--- src/rtl/command_byte_frame_receiver_top_assert.svh ---
// Assertion macros for the command byte frame receiver.
`ifndef COMMAND_BYTE_FRAME_RECEIVER_TOP_ASSERT_SVH
`define COMMAND_BYTE_FRAME_RECEIVER_TOP_ASSERT_SVH

// Same-cycle implication, disabled during reset.
`define CBFR_ASSERT_NOW(lbl, ante, cons) \
  lbl: assert property (@(posedge clk) disable iff (rst) (ante) |-> (cons)) \
    else $error("cbfr assertion failed");

// Next-cycle implication, disabled during reset.
`define CBFR_ASSERT_NEXT(lbl, ante, cons) \
  lbl: assert property (@(posedge clk) disable iff (rst) (ante) |=> (cons)) \
    else $error("cbfr assertion failed");

`endif

--- src/rtl/cbfr_pkg.sv ---
// Types and constants for the command byte frame receiver.
package cbfr_pkg;

  typedef enum logic [1:0] {
    ST_IDLE,
    ST_READ,
    ST_SHOW
  } cbfr_state_t;

  localparam logic [7:0] CMD_NONE         = 8'h80;
  localparam logic [7:0] CMD_SET_TIME     = 8'h81;
  localparam logic [7:0] CMD_RECV_TIME    = 8'h82;
  localparam logic [7:0] CMD_COLOUR_FIRST = 8'h83;
  localparam logic [7:0] CMD_COLOUR_LAST  = 8'h86;

  localparam logic [2:0] TGT_TIME = 3'd0;

  localparam int CNT_W = 4;

endpackage

--- src/rtl/cbfr_ram.sv ---
// Generic single-write, single-read RAM with registered read data.
module cbfr_ram #(
  parameter int WIDTH  = 8,
  parameter int DEPTH  = 8,
  parameter int ADDR_W = (DEPTH > 1) ? $clog2(DEPTH) : 1
) (
  input  logic              clk,
  input  logic              we,
  input  logic [ADDR_W-1:0] waddr,
  input  logic [WIDTH-1:0]  wdata,
  input  logic              re,
  input  logic [ADDR_W-1:0] raddr,
  output logic [WIDTH-1:0]  rdata
);

  logic [WIDTH-1:0] mem [DEPTH];

  always_ff @(posedge clk) begin
    if (we) begin
      mem[waddr] <= wdata;
    end
    // read data holds between reads
    if (re) begin
      rdata <= mem[raddr];
    end
  end

endmodule

--- src/rtl/command_byte_frame_receiver_top.sv ---
// Top level of the command byte frame receiver: command decode, record stores, byte emitter.
//
//  channel | signals                                         | direction
//  --------+-------------------------------------------------+----------
//  rx      | in_valid, in_ready, rx_byte                     | in
//  record  | out_valid, out_ready, target, byte_index,       | out
//          | byte_value, last_byte                           |
//
// An emitting item (set-time, or the byte that completes a colour record)
// is accepted in ST_IDLE; ST_READ then issues the first RAM read, and ST_SHOW
// sends one byte per cycle while out_ready is high, the next read
// overlapping the handoff.
// No new item is taken while a record is being emitted.
// Reset (rst, synchronous) clears command, count and the time-store valid
// bits; an invalid time entry reads as zero. The colour store is not cleared.
`include "command_byte_frame_receiver_top_assert.svh"

module command_byte_frame_receiver_top
  import cbfr_pkg::*;
#(
  parameter int TIME_RECORD_BYTES = 8,
  parameter int COLOR_BYTES       = 3
) (
  input  logic       clk,
  input  logic       rst,
  input  logic       in_valid,
  output logic       in_ready,
  input  logic [7:0] rx_byte,
  output logic       out_valid,
  input  logic       out_ready,
  output logic [2:0] target,
  output logic [2:0] byte_index,
  output logic [7:0] byte_value,
  output logic       last_byte
);

  localparam int TAW = (TIME_RECORD_BYTES > 1) ? $clog2(TIME_RECORD_BYTES) : 1;
  localparam int CAW = (COLOR_BYTES > 1) ? $clog2(COLOR_BYTES) : 1;

  // control state
  cbfr_state_t            state, state_next;
  logic [7:0]             cmd, cmd_next;
  logic [CNT_W-1:0]       cnt, cnt_next;
  logic [TIME_RECORD_BYTES-1:0] time_vld;

  // emitter payload
  logic [2:0]             idx, idx_next;
  logic [2:0]             tgt, tgt_next;
  logic                   rd_vld;

  logic                   in_acc, out_acc;
  logic                   is_cmd, is_colour;
  logic [CNT_W-1:0]       cnt_inc;
  logic                   time_we, col_we;
  logic                   time_done, col_done, start_time;
  logic                   last;
  logic                   rd_en;
  logic [2:0]             rd_idx;
  logic [7:0]             col_wdata;
  logic [7:0]             t_rdata, c_rdata;

  assign in_acc    = in_valid & in_ready;
  assign out_acc   = out_valid & out_ready;
  assign is_cmd    = rx_byte[7];
  assign is_colour = (cmd >= CMD_COLOUR_FIRST) && (cmd <= CMD_COLOUR_LAST);
  assign cnt_inc   = cnt + CNT_W'(1);

  assign time_we   = in_acc && !is_cmd && (cmd == CMD_RECV_TIME) &&
                     (cnt < CNT_W'(TIME_RECORD_BYTES));
  assign col_we    = in_acc && !is_cmd && is_colour &&
                     (cnt < CNT_W'(COLOR_BYTES));
  assign time_done = time_we && (cnt_inc >= CNT_W'(TIME_RECORD_BYTES));
  assign col_done  = col_we && (cnt_inc >= CNT_W'(COLOR_BYTES));
  assign start_time = in_acc && is_cmd && (rx_byte == CMD_SET_TIME);

  // zero stays zero, else (d<<1)+1
  assign col_wdata = (rx_byte == 8'd0) ? 8'd0 : {rx_byte[6:0], 1'b1};

  assign last = (tgt == TGT_TIME) ? (idx == 3'(TIME_RECORD_BYTES - 1))
                                  : (idx == 3'(COLOR_BYTES - 1));

  // next state
  always_comb begin
    state_next = state;
    case (state)
      ST_IDLE: begin
        if (start_time || col_done) begin
          state_next = ST_READ;
        end
      end
      ST_READ: begin
        state_next = ST_SHOW;
      end
      ST_SHOW: begin
        if (out_acc && last) begin
          state_next = ST_IDLE;
        end
      end
      default: begin
        state_next = ST_IDLE;
      end
    endcase
  end

  // outputs of the sequencer
  always_comb begin
    in_ready  = 1'b0;
    out_valid = 1'b0;
    rd_en     = 1'b0;
    rd_idx    = idx;
    case (state)
      ST_IDLE: begin
        in_ready = 1'b1;
      end
      ST_READ: begin
        rd_en = 1'b1;
      end
      ST_SHOW: begin
        out_valid = 1'b1;
        // prefetch the next byte as the current one is taken
        if (out_acc && !last) begin
          rd_en  = 1'b1;
          rd_idx = idx + 3'd1;
        end
      end
      default: begin
        in_ready = 1'b0;
      end
    endcase
  end

  // command, count and emit index
  always_comb begin
    cmd_next = cmd;
    cnt_next = cnt;
    idx_next = idx;
    tgt_next = tgt;
    if (in_acc && is_cmd) begin
      cmd_next = rx_byte;
      cnt_next = '0;
    end else if (time_we) begin
      if (time_done) begin
        cmd_next = CMD_NONE;
        cnt_next = '0;
      end else begin
        cnt_next = cnt_inc;
      end
    end else if (col_we) begin
      if (col_done) begin
        cmd_next = CMD_NONE;
        cnt_next = '0;
      end else begin
        cnt_next = cnt_inc;
      end
    end
    if (start_time) begin
      idx_next = 3'd0;
      tgt_next = TGT_TIME;
    end else if (col_done) begin
      idx_next = 3'd0;
      tgt_next = 3'(cmd - CMD_RECV_TIME);
    end else if (out_acc && !last) begin
      idx_next = idx + 3'd1;
    end
  end

  always_ff @(posedge clk) begin
    if (rst) begin
      state    <= ST_IDLE;
      cmd      <= CMD_NONE;
      cnt      <= '0;
      time_vld <= '0;
    end else begin
      state <= state_next;
      cmd   <= cmd_next;
      cnt   <= cnt_next;
      if (time_we) begin
        time_vld[cnt[TAW-1:0]] <= 1'b1;
      end
    end
  end

  always_ff @(posedge clk) begin
    idx <= idx_next;
    tgt <= tgt_next;
    if (rd_en) begin
      rd_vld <= time_vld[rd_idx[TAW-1:0]];
    end
  end

  cbfr_ram #(
    .WIDTH (8),
    .DEPTH (TIME_RECORD_BYTES)
  ) u_time_ram (
    .clk   (clk),
    .we    (time_we),
    .waddr (cnt[TAW-1:0]),
    .wdata (rx_byte),
    .re    (rd_en),
    .raddr (rd_idx[TAW-1:0]),
    .rdata (t_rdata)
  );

  cbfr_ram #(
    .WIDTH (8),
    .DEPTH (COLOR_BYTES)
  ) u_colour_ram (
    .clk   (clk),
    .we    (col_we),
    .waddr (cnt[CAW-1:0]),
    .wdata (col_wdata),
    .re    (rd_en),
    .raddr (rd_idx[CAW-1:0]),
    .rdata (c_rdata)
  );

  assign target     = tgt;
  assign byte_index = idx;
  assign last_byte  = last;
  assign byte_value = (tgt == TGT_TIME) ? (rd_vld ? t_rdata : 8'd0) : c_rdata;

  // input and output sides never overlap
  `CBFR_ASSERT_NOW(a_excl, out_valid, !in_ready)
  // a record keeps flowing until its last byte
  `CBFR_ASSERT_NEXT(a_cont, out_valid && out_ready && !last_byte, out_valid)
  // set-time always starts an emission
  `CBFR_ASSERT_NEXT(a_start, in_valid && in_ready && rx_byte == CMD_SET_TIME,
                    !in_ready && !out_valid)
  // an emitted record starts at index zero
  `CBFR_ASSERT_NEXT(a_first, !out_valid && !in_ready, out_valid && byte_index == 3'd0)

endmodule

--- config.mk ---
export PLATFORM = sky130hd
export DESIGN_NAME = command_byte_frame_receiver_top
export DESIGN_NICKNAME = d
export VERILOG_FILES = /design/src/rtl/cbfr_pkg.sv /design/src/rtl/cbfr_ram.sv /design/src/rtl/command_byte_frame_receiver_top.sv
export VERILOG_INCLUDE_DIRS = /design/src /design/src/rtl
export SDC_FILE = /design/constraint.sdc
export NUM_CORES = 1
export LEC_CHECK = 0
export ABC_CLOCK_PERIOD_IN_PS = 3590
export BUFFER_PORTS_ARGS = -buffer_cell sky130_fd_sc_hd__buf_2
export CAP_MARGIN = 40
export CORE_MARGIN = 2
export CORE_UTILIZATION = 60
export CTS_BUF_LIST = sky130_fd_sc_hd__clkbuf_2
export DETAILED_ROUTE_END_ITERATION = 7
export PLACE_DENSITY = 0.9
export RECOVER_POWER = 25
export SYNTH_ARGS = -nofsm -noshare
export SYNTH_HDL_FRONTEND = slang
export SYNTH_SLANG_ARGS = --single-unit
--- constraint.sdc ---
create_clock -name clk -period 3.59 [get_ports clk]
set_input_delay 0.359 -clock clk [delete_from_list [all_inputs] [get_ports clk]]
set_output_delay 0.359 -clock clk [all_outputs]
set_load 0.01 [all_outputs]
# After elaboration in Yosys (flattened, before gate mapping)
# Memories as Yosys holds them, arrays and structs flattened. A register that Yosys moved wholly into a read port is not among the register bits.
# Cells that the tools add are included.
# op_classes
eq_ne	9
muxes	30
order_cmp	9
add_sub_neg	3
bitwise_logic	3
n_reduce_logical	26
# ops
op	count
$mux 8	8
$eq 8x8->1 const B	2
$mux 4	4
$logic_and 1x1->1	13
$mux 1	10
$ge 8x8->1 const B	1
$le 8x8->1 const B	1
$logic_not 8->1	1
$lt 3x4->1 const B	2
$or 8x8->8	1
$mux 3	2
$pmux 2 s3	1
$reduce_bool 3->1	2
$add 4x1->4 const B	1
$ge 4x2->1 const B	1
$ge 4x4->1 const B	1
$lt 4x2->1 const B	1
$lt 4x4->1 const B	1
$mux 2	2
$ne 2x2->1 const B	2
$reduce_or 2->1	2
$add 3x1->3 const B	1
$bmux 1 s3	1
$demux 1 s3	1
16 further kinds	18
# totals
register_bits	29
in_bits	12
output_inout_bits	17
mem_count	2
elab_cells	89
ramBits	88
# mem_list
name	words	width	rd	rd_ports_with_merged_regs	wr	line	source
u_time_ram.mem	8	8	1	1	1	cbfr_ram.sv:16	logic [WIDTH-1:0] mem [DEPTH];
u_colour_ram.mem	3	8	1	1	1	cbfr_ram.sv:16	

# Logic depth before layout (Yosys ltp)
# Gate-level depths: netlist of run 1.
# depth
ltp_word	11
ltp_mapped	10
depth_no_buf	8

# Cells and area by module
# A second synthesis of run 1 with hierarchy kept.
# unflattened
hier_cells	393
area_unflattened_um2	5650.4
# by_module_without_submodules
mod	seq_area_each_um2	cells_each	area_each_um2	instances
cbfr_ram (u_time_ram)	2162.1	114	2771.4	1
command_byte_frame_receiver_top	590.6	218	1720.4	1
cbfr_ram (u_colour_ram)	960.9	61	1158.6	1

# Least setup slack after synthesis of run 1
# No wires, ideal clock.
# synth_path
path_type	register to register
from	register cnt[3]
to	memory u_time_ram.mem[1][0], enable pin
arrival_ns	2.006
path_slack_ns	1.210
period_less_slack_ns	2.380
setup_time_ns	0.374
n_path_buf	0
required_ns	3.216
path_stages_with_launch	6
cell_sequence	dfxtp_1 or4_4 nor4_4 nand2_1 or2_2 nor2_1
# synth_via
elab_chain_cells	4
# synth_lines
element	line	source
start: declaration	command_byte_frame_receiver_top.sv:43	logic [CNT_W-1:0] cnt, cnt_next;
start signal: assignment	command_byte_frame_receiver_top.sv:176	cnt <= cnt_next;
$lt 4x4->1	command_byte_frame_receiver_top.sv:69	(cnt < CNT_W'(TIME_RECORD_BYTES));
$logic_and 1x1->1	command_byte_frame_receiver_top.sv:68	assign time_we = in_acc && !is_cmd && (cmd == CMD_RECV_TIME) &&
$mux 1	cbfr_ram.sv:19	if (we) begin
$mux 1 (implied by the code)	cbfr_ram.sv:20	mem[waddr] <= wdata;
end: declaration	cbfr_ram.sv:16	
# Every way passes these cells.

# Worst setup path in the final report of run 1
# layout_path
from	register tgt[2] (netlist: target[2])
to	register rd_vld (data pin)
# layout_via
elab_chain_cells	8
# layout_lines
element	line	source
start: declaration	command_byte_frame_receiver_top.sv:48	logic [2:0] tgt, tgt_next;
start signal: assignment	command_byte_frame_receiver_top.sv:185	tgt <= tgt_next;
$logic_not 3->1	command_byte_frame_receiver_top.sv:79	assign last = (tgt == TGT_TIME) ? (idx == 3'(TIME_RECORD_BYTES - 1))
$mux 1	command_byte_frame_receiver_top.sv:79	
$logic_not 1->1	command_byte_frame_receiver_top.sv:121	if (out_acc && !last) begin
$logic_and 1x1->1	command_byte_frame_receiver_top.sv:121	
$mux 3	command_byte_frame_receiver_top.sv:121	
$mux 3	command_byte_frame_receiver_top.sv:111	case (state)
$bmux 1 s3	command_byte_frame_receiver_top.sv:187	rd_vld <= time_vld[rd_idx[TAW-1:0]];
$mux 1 (implied by the code)	command_byte_frame_receiver_top.sv:187	
end signal: assignment	command_byte_frame_receiver_top.sv:187	
end: declaration	command_byte_frame_receiver_top.sv:49	logic rd_vld;
# Every way passes these cells. The select of a mux whose other input is x is not followed.
# A chain may end at the register's enable or synchronous reset.

==> results of run 1 <==
[cells by family (layout without fill, tap and decap cells)]
family | after synthesis | count (layout) | synth area share, %
flops | 133 | 133 | 67.1
fa+ha+maj | 9 | 9 | 2.04
xor+xnor | 4 | 4 | 0.634
simple gates | 106 | 106 | 9.68
mux | 66 | 66 | 12.1
compound gates | 46 | 46 | 5.84
buf+inv | 31 | 82 | 2.51
[power by group through the flow]
| stage | sequential (W) | clock, W | combinational, W |
|---|---|---|---|
| after global routing | 0.00168 | 0.00103 | 0.000154 |
| after floorplan | 0.00171 | 0 | 0.0000951 |
| after CTS | 0.00168 | 0.000965 | 0.000142 |
| after global placement | 0.00171 | 0 | 0.000132 |
| after detailed placement | 0.00171 | 0 | 0.000140 |
| final | 0.00168 | 0.000946 | 0.000143 |
[repair_timing]
action | 4_1_cts | 5_1_grt
hold endpoints to repair | 7 | 6
hold buffers | 1 | 3
endpoints found under the setup margin | 0 | 0
buffers inserted | 0 | 0
[area by class of cell]
cell class / count / area share (%)
multi-input combinational: 231 / 27.9
clock buffer: 18 / 1.47
tap: 111 / 2.27
sequential: 133 / 60.7
inverter: 8 / 0.491
timing repair buffer: 42 / 4.29
clock inverter: 14 / 2.88
[Yosys cell counts, types with 8 or more instances]
| cell | number | area share (%) |
|---|---|---|
| edfxtp_1 | 105 | 57 |
| mux2i_1 | 57 | 10 |
| nand2_1 | 35 | 2.4 |
| dfxtp_1 | 28 | 10 |
| nor2_1 | 27 | 1.8 |
| nand3_1 | 12 | 1.1 |
| clkbuf_1 | 10 | 0.68 |
| o21ai_0 | 10 | 0.91 |
| buf_2 | 9 | 0.81 |
| ha_1 | 9 | 2.0 |
| mux2_2 | 9 | 1.8 |
| a22o_1 | 8 | 1.3 |
| a22oi_1 | 8 | 1.1 |
| inv_1 | 8 | 0.54 |
[worst paths after layout]
check,to,depth (start not counted),from
setup / recovery,rd_vld,7,target[2]
hold / removal,u_time_ram.mem[1][7],1,rx_byte[7]
setup reg to reg,rd_vld,7,target[2]
hold reg to reg,cmd[7],1,cmd[7]
[registers in the layout (all words and copies together), names as in the netlist]
| name | count |
|---|---|
| u_time_ram.mem | 64 |
| u_colour_ram.mem | 24 |
| cmd | 8 |
| time_vld | 8 |
| u_colour_ram.rdata | 8 |
| u_time_ram.rdata | 8 |
| cnt | 4 |
| byte_index | 3 |
| target | 3 |
| state | 2 |
| rd_vld | 1 |
[stage by stage]
stage	utilization, %	instances	power [W]	cell area [um2]
after floorplan	-	395	0.00180	5530
after global placement	63.5	518	0.00184	5780
after detailed placement	63.9	521	0.00185	5820
after CTS	67.0	554	0.00278	6100
after global routing	67.2	557	0.00286	6120
final	67.2	557	0.00277	6120
[per-layer routing]
metal  GRT usage, %  part of all wire (%)  routed length [um]  up-vias
met5              0                     0                   0        -
met4           8.75                   1.3                 146        0
met3           5.29                   7.2                 807       12
met2           37.4                    49                5490      120
met1           32.4                    42                4690     1596
li1               -                     -                   -     1543
[cell usage in the layout (no fill, tap or decap), types with 10 or more instances in the layout]
cell        n
edfxtp_1  105
mux2i_1    57
nand2_1    35
dfxtp_1    28
nor2_1     27
buf_2      21
clkbuf_2   18
nand3_1    12
o21ai_0    10
==> key figures, run 1 <==
Synth
  • Netlist Area Pre-Place: 5530 um2
  • Syn Area/Cell: around 14 um2
  • Ys async rst share: 0%
  • Syn Inst Count: roughly 400
  • EDFF count, synth: around 110
  • Syn_nets: ~420
  • Yosys cell types: around 50
  • Synth Register Bits: between 100 and 150
  • Syn. warnings: 0
  • Sequential fraction of the synthesis area: between 60% and 70%
  • Synth Flop Type: edfxtp_1

GRT
  • Number of global-route vias before repair: about 3,200
  • Global-route wire length before repair: ~17,000 um
  • Gr usage total: 23.6%
  • Initial antenna violation count: 0
  • Largest net degree at the start of global routing: 27
  • Overflow after GRT: 0

Placement
  • Final RePlAce weighted congestion: between 0.8 and 0.9
  • PortBufs: 28
  • Setup WS pre-CTS: 0.715 ns
  • Post-DP HPWL: between 7000 and 8000 um

STA
  • Hold slack: 0.230 ns
  • Period Utilization, post-route: between 80% and 90%
  • Fin. Hold Viols: 0
  • RSZ-0062 raised after global routing: no
  • Setup violations, final: 0
  • Slew Viols, Final: 0
  • Max transition margin: approximately two fifths
  • Minimum clock period: around 2.9 ns
  • Setup TNS: 0 ns
  • Worst Tran Pin Value: 0.878 ns
  • Final setup margin: 0.655 ns
  • Final clock skew: 0.0366 ns
  • FMAX: ~0.34 GHz

Setup path
  • Slowest cell on the critical path: o21ai_4
  • CP max FO: 18
  • CP Class: reg -> reg
  • WP buf/inv: 1
  • Largest delay share family, worst path: compound AO/OA/AOI/OAI gates
  • Slowest stage delay, CP: around 0.63 ns
  • Crit-path cells: or3_1 -> a31oi_1 -> o21ai_4 -> buf_4 -> mux2i_1 -> mux2i_1 -> mux2_2
  • FF-to-FF setup slack: 0.66 ns
  • CP Data Required Time: ~4 ns
  • Critical Path AT: around 3.4 ns
  • Startpoint Class: flip-flop
  • CP most frequent cell: mux2i_1
  • Crit end category: flip-flop

Clocking
  • Inserted Clock Buffers: 17
  • CTS max path bufs: 2
  • PostCTS Resize Cnt: 0
  • H-tree depth: 4
  • Clock Pin Slew Worst Setup and Hold Paths: 0.18 ns
  • Worst-skew pair later-pin latency: 0.65 ns
  • Clk sinks: about 130
  • Root cell of the clock tree: clkbuf_2
  • CTS tree: done

Power and ir drop
  • Gate power share: under 10%
  • Worst vdd ir: 233 uV
  • Sequential Power Share: between 60% and 70%
  • Net switching power: between 0.0006 and 0.0007 W
  • Pleak: 2.55 nW
  • Clock Power Share: about 34%
  • Sw Ratio: between 20% and 30%
  • Power per cell area: around 450 nW/um2
  • Int Power: ~0.0021 W

Die
  • Die Wd: ~100 um
  • FP Rows: 35
  • Core ar.: a little over 9000 um2
  • Initial Util: between 60% and 70%
  • Chip Height: between 100 and 150 um
  • Boundary pin count: 29
  • Die area: 10,000 um2

Cells and area
  • Sequential cell area: around 3700 um2
  • Area Overhead vs Synth: 10.6%
  • Area occupied by multi-input gates: between 1500 and 2000 um2
  • Share of post-route cells with drive strength above 1: roughly a fifth
  • # diodes: 0
  • Fill count: 643
  • Fin nets: about 450

Run
  • Number of max-cap violations: 0

Route
  • DRT iter0 DRCs: around 290
  • DRC: 0
  • Final wirelength: between 10,000 and 15,000 um
  • Drt pass-1 iters: 4
  • Post-DR vias/cell: roughly 5.9
  • Final ANT Viol Nets: 0
  • Via count: roughly 3,300
  • WL per Instance: 20.0 um

Min path
  • Hold Crit Class: in -> reg

Run status
  • Status: completed
No activity file was read; power rests on OpenSTA's default activity.
==> inputs of run 2 (changes only) <==
--- a/config.mk
+++ b/config.mk
@@ -6,11 +6,11 @@
 export SDC_FILE = /design/constraint.sdc
 export NUM_CORES = 1
 export LEC_CHECK = 0
-export ABC_CLOCK_PERIOD_IN_PS = 3590
+export ABC_CLOCK_PERIOD_IN_PS = 2530
 export BUFFER_PORTS_ARGS = -buffer_cell sky130_fd_sc_hd__buf_2
 export CAP_MARGIN = 40
 export CORE_MARGIN = 2
-export CORE_UTILIZATION = 60
+export CORE_UTILIZATION = 57
 export CTS_BUF_LIST = sky130_fd_sc_hd__clkbuf_2
 export DETAILED_ROUTE_END_ITERATION = 7
 export PLACE_DENSITY = 0.9
==> constraint.sdc (replaced) <==
create_clock -name clk -period 2.53 [get_ports clk]
set_input_delay 0.253 -clock clk [delete_from_list [all_inputs] [get_ports clk]]
set_output_delay 0.253 -clock clk [all_outputs]
set_load 0.01 [all_outputs]
==> run 2 against run 1 <==
  * Worst hold slack worse by 0.047 ns
  * Via count is 5.7% higher
  * Sequential power grew 42%
  * Critical path depth increased by 1
  * Die area rose by 5.1%
  * Critical path type unchanged
  * Worst setup slack got worse by 0.53 ns
  * Highest routed layer unchanged
  * Critical endpoint is now u_time_ram.rdata[5]
==> key figures, run 2 (same netlist as run 1, synthesis figures left out) <==
Run status
  • Status: completed (unchanged)

GRT
  • Initial antenna violation count: 0 (unchanged)
  • Largest net degree at the start of global routing: 29 (was 27)
  • Gr usage total: 23.4% (was 23.6%)
  • Number of global-route vias before repair: 3,360 (was 3,244)
  • Overflow after GRT: 0 (unchanged)
  • Global-route wire length before repair: 17,600 um (was 17,100 um)

Setup path
  • Slowest cell on the critical path: a211oi_1 (was o21ai_4)
  • Worst-case reg-to-reg path depth: 8 (was 7)
  • WP depth: 8 (was 7)
  • Slowest stage delay, CP: 0.50 ns (was 0.63 ns)
  • Crit end category: flip-flop (unchanged)
  • Crit-path cells: inv_1 -> ha_1 -> nand3_1 -> a211oi_1 -> a221oi_4 -> buf_12 -> mux2i_1 -> mux2_2 (was or3_1 -> a31oi_1 -> o21ai_4 -> buf_4 -> mux2i_1 -> mux2i_1 -> mux2_2)
  • Startpoint Class: flip-flop (unchanged)
  • CP Data Required Time: 2.97 ns (was 4.00 ns)
  • CP Class: reg -> reg (unchanged)
  • Largest delay share family, worst path: compound AO/OA/AOI/OAI gates (unchanged)
  • CP max FO: 19 (was 18)
  • WP buf/inv: 2 (was 1)
  • Critical Path AT: 2.85 ns (was 3.35 ns)

STA
  • Setup TNS: 0 ns (unchanged)
  • Max transition margin: 49.3% (was 41.4%)
  • Slew Viols, Final: 0 (unchanged)
  • Hold slack: 0.183 ns (was 0.230 ns)
  • Fin. Hold Viols: 0 (unchanged)
  • Minimum clock period: 2.41 ns (was 2.93 ns)
  • Period Utilization, post-route: 95.1% (was 81.7%)
  • RSZ-0062 raised after global routing: no (unchanged)
  • FMAX: 0.416 GHz (was 0.341 GHz)
  • Setup violations, final: 0 (unchanged)
  • Final clock skew: 0.0369 ns (was 0.0366 ns)
  • Worst Tran Pin Value: 0.760 ns (was 0.878 ns)

Route
  • DRC: 0 (unchanged)
  • Drt pass-1 iters: 6 (was 4)
  • Post-DR vias/cell: 5.79 (was 5.87)
  • WL per Instance: 19.3 um (was 20.0 um)
  • Via count: 3,456 (was 3,271)
  • Final wirelength: 11,500 um (was 11,100 um)
  • Final ANT Viol Nets: 0 (unchanged)
  • DRT iter0 DRCs: 332 (was 287)

Placement
  • Post-DP HPWL: 7600 um (was 7490 um)
  • PortBufs: 28 (unchanged)
  • DP Area: 6040 um2 (was 5820 um2)
  • Cell total after placement: 557 (was 521)
  • Final RePlAce weighted congestion: 0.903 (was 0.895)

Clocking
  • H-tree depth: 4 (unchanged)
  • CTS max path bufs: 2 (unchanged)
  • Root cell of the clock tree: clkbuf_2 (unchanged)
  • Worst-skew pair later-pin latency: 0.68 ns (was 0.65 ns)
  • Inserted Clock Buffers: 17 (unchanged)
  • Clock Pin Slew Worst Setup and Hold Paths: 0.20 ns (was 0.18 ns)
  • Post-CTS Setup Bufs: 0 (unchanged)
  • CTS tree: done (unchanged)
  • Clk sinks: 133 (unchanged)

Cells and area
  • Share of post-route cells with drive strength above 1: 21.8% (was 18.6%)
  • Top flop regs: u_time_ram.mem x64, u_colour_ram.mem x24 (unchanged)
  • Most frequent cells in the layout: edfxtp_1 (105), mux2i_1 (57), nand2_1 (35) (unchanged)
  • Cell area after layout: 6430 um2 (was 6120 um2)
  • Area Overhead vs Synth: 16.2% (was 10.6%)
  • Fin nets: 477 (was 454)
  • # diodes: 0 (unchanged)
  • Non-filler cells in the finished layout: 597 (was 557)
  • Commonest non-fill, non-tap cell in the layout: edfxtp_1 (unchanged)
  • Most flop-heavy register: u_time_ram.mem (unchanged)
  • Max reg flops: 64 (unchanged)

Die
  • Chip Height: 103 um (was 100 um)
  • Initial Util: 59.3% (was 60.7%)
  • Die area: 10,500 um2 (was 10,000 um2)
  • FP Rows: 35 (unchanged)
  • Die Wd: 103 um (was 100 um)
  • Core ar.: 9330 um2 (was 9110 um2)
  • Boundary pin count: 29 (unchanged)

Power and ir drop
  • Worst vdd ir: 353 uV (was 233 uV)
  • Pleak: 2.71 nW (was 2.55 nW)
  • Power, Total: 0.00416 W (was 0.00277 W)
  • Power per cell area: 647 nW/um2 (was 452 nW/um2)

Min path
  • Hold Crit Class: in -> reg (unchanged)
  • Hold depth: 5 (was 1)

Run
  • Number of max-cap violations: 0 (unchanged)
run 2: cell count changes in the layout (fill, tap and decap cells not counted), sizes merged:
| cell | change |
|---|---|
| buf | +19 |
| inv | -1 |
| clkbuf | -2 |
| dlygate4sd3 | +5 |
| bufinv | +2 |
| clkinvlp | +1 |
| clkinv | -2 |
run 2: metal layers:
| layer | share of wire (%) | up-vias | track usage, % |
|---|---|---|---|
| li1 | - | 1587 | - |
| met1 | 41 | 1690 | 29.5 |
| met2 | 49 | 148 | 38.8 |
| met3 | 8.0 | 31 | 6.92 |
| met4 | 2.5 | 0 | 8.62 |
| met5 | 0 | - | 0 |
run 2: worst min-delay path: cells and delay by family:
family / cells / cell delay [ns]
compound gates: 2 / 0.31
buf+inv: 1 / 0.13
simple gates: 1 / 0.07
mux: 1 / 0.07
run 2: worst paths after layout:
path                                       endpoint         from  slack, ns
worst max-delay path            u_time_ram.rdata[5]     state[0]       0.12
worst min-delay path                       state[1]    out_ready       0.18
worst min register to register          time_vld[7]  time_vld[7]       0.47
worst max register to register  u_time_ram.rdata[5]     state[0]       0.12
run 2: timing repair:
action / CTS / global route
gates resized for setup: 0 / 0
hold buffers: 9 / 0
hold endpoints to repair: 98 / 0
run 2: layout make-up:
cell class | count | area, um2
Tap cell | 129 | 161
Fill cell | 590 | 2900
Clock inverter | 14 | 224
Timing Repair Buffer | 65 | 507
Clock buffer | 17 | 85.1
Multi-Input combinational cell | 231 | 1710
Sequential cell | 133 | 3710
Inverter | 8 | 30.0
run 2: power by group:
| group | switching, W | internal, W | leakage [nW] |
|---|---|---|---|
| registers | 0.00000988 | 0.00237 | 1.18 |
| logic | 0.000132 | 0.0000995 | 1.36 |
| clock network | 0.000793 | 0.000756 | 0.172 |
| total | 0.000935 | 0.00322 | 2.71 |
run 2: per-stage QoR:
step	utilization (%)	setup WS, ns
2_1_floorplan	-	0.150
3_3_place_gp	64.7	0.251
3_5_place_dp	64.7	0.168
4_1_cts	69.0	0.139
5_1_grt	68.9	0.00294
6_report	68.9	0.124
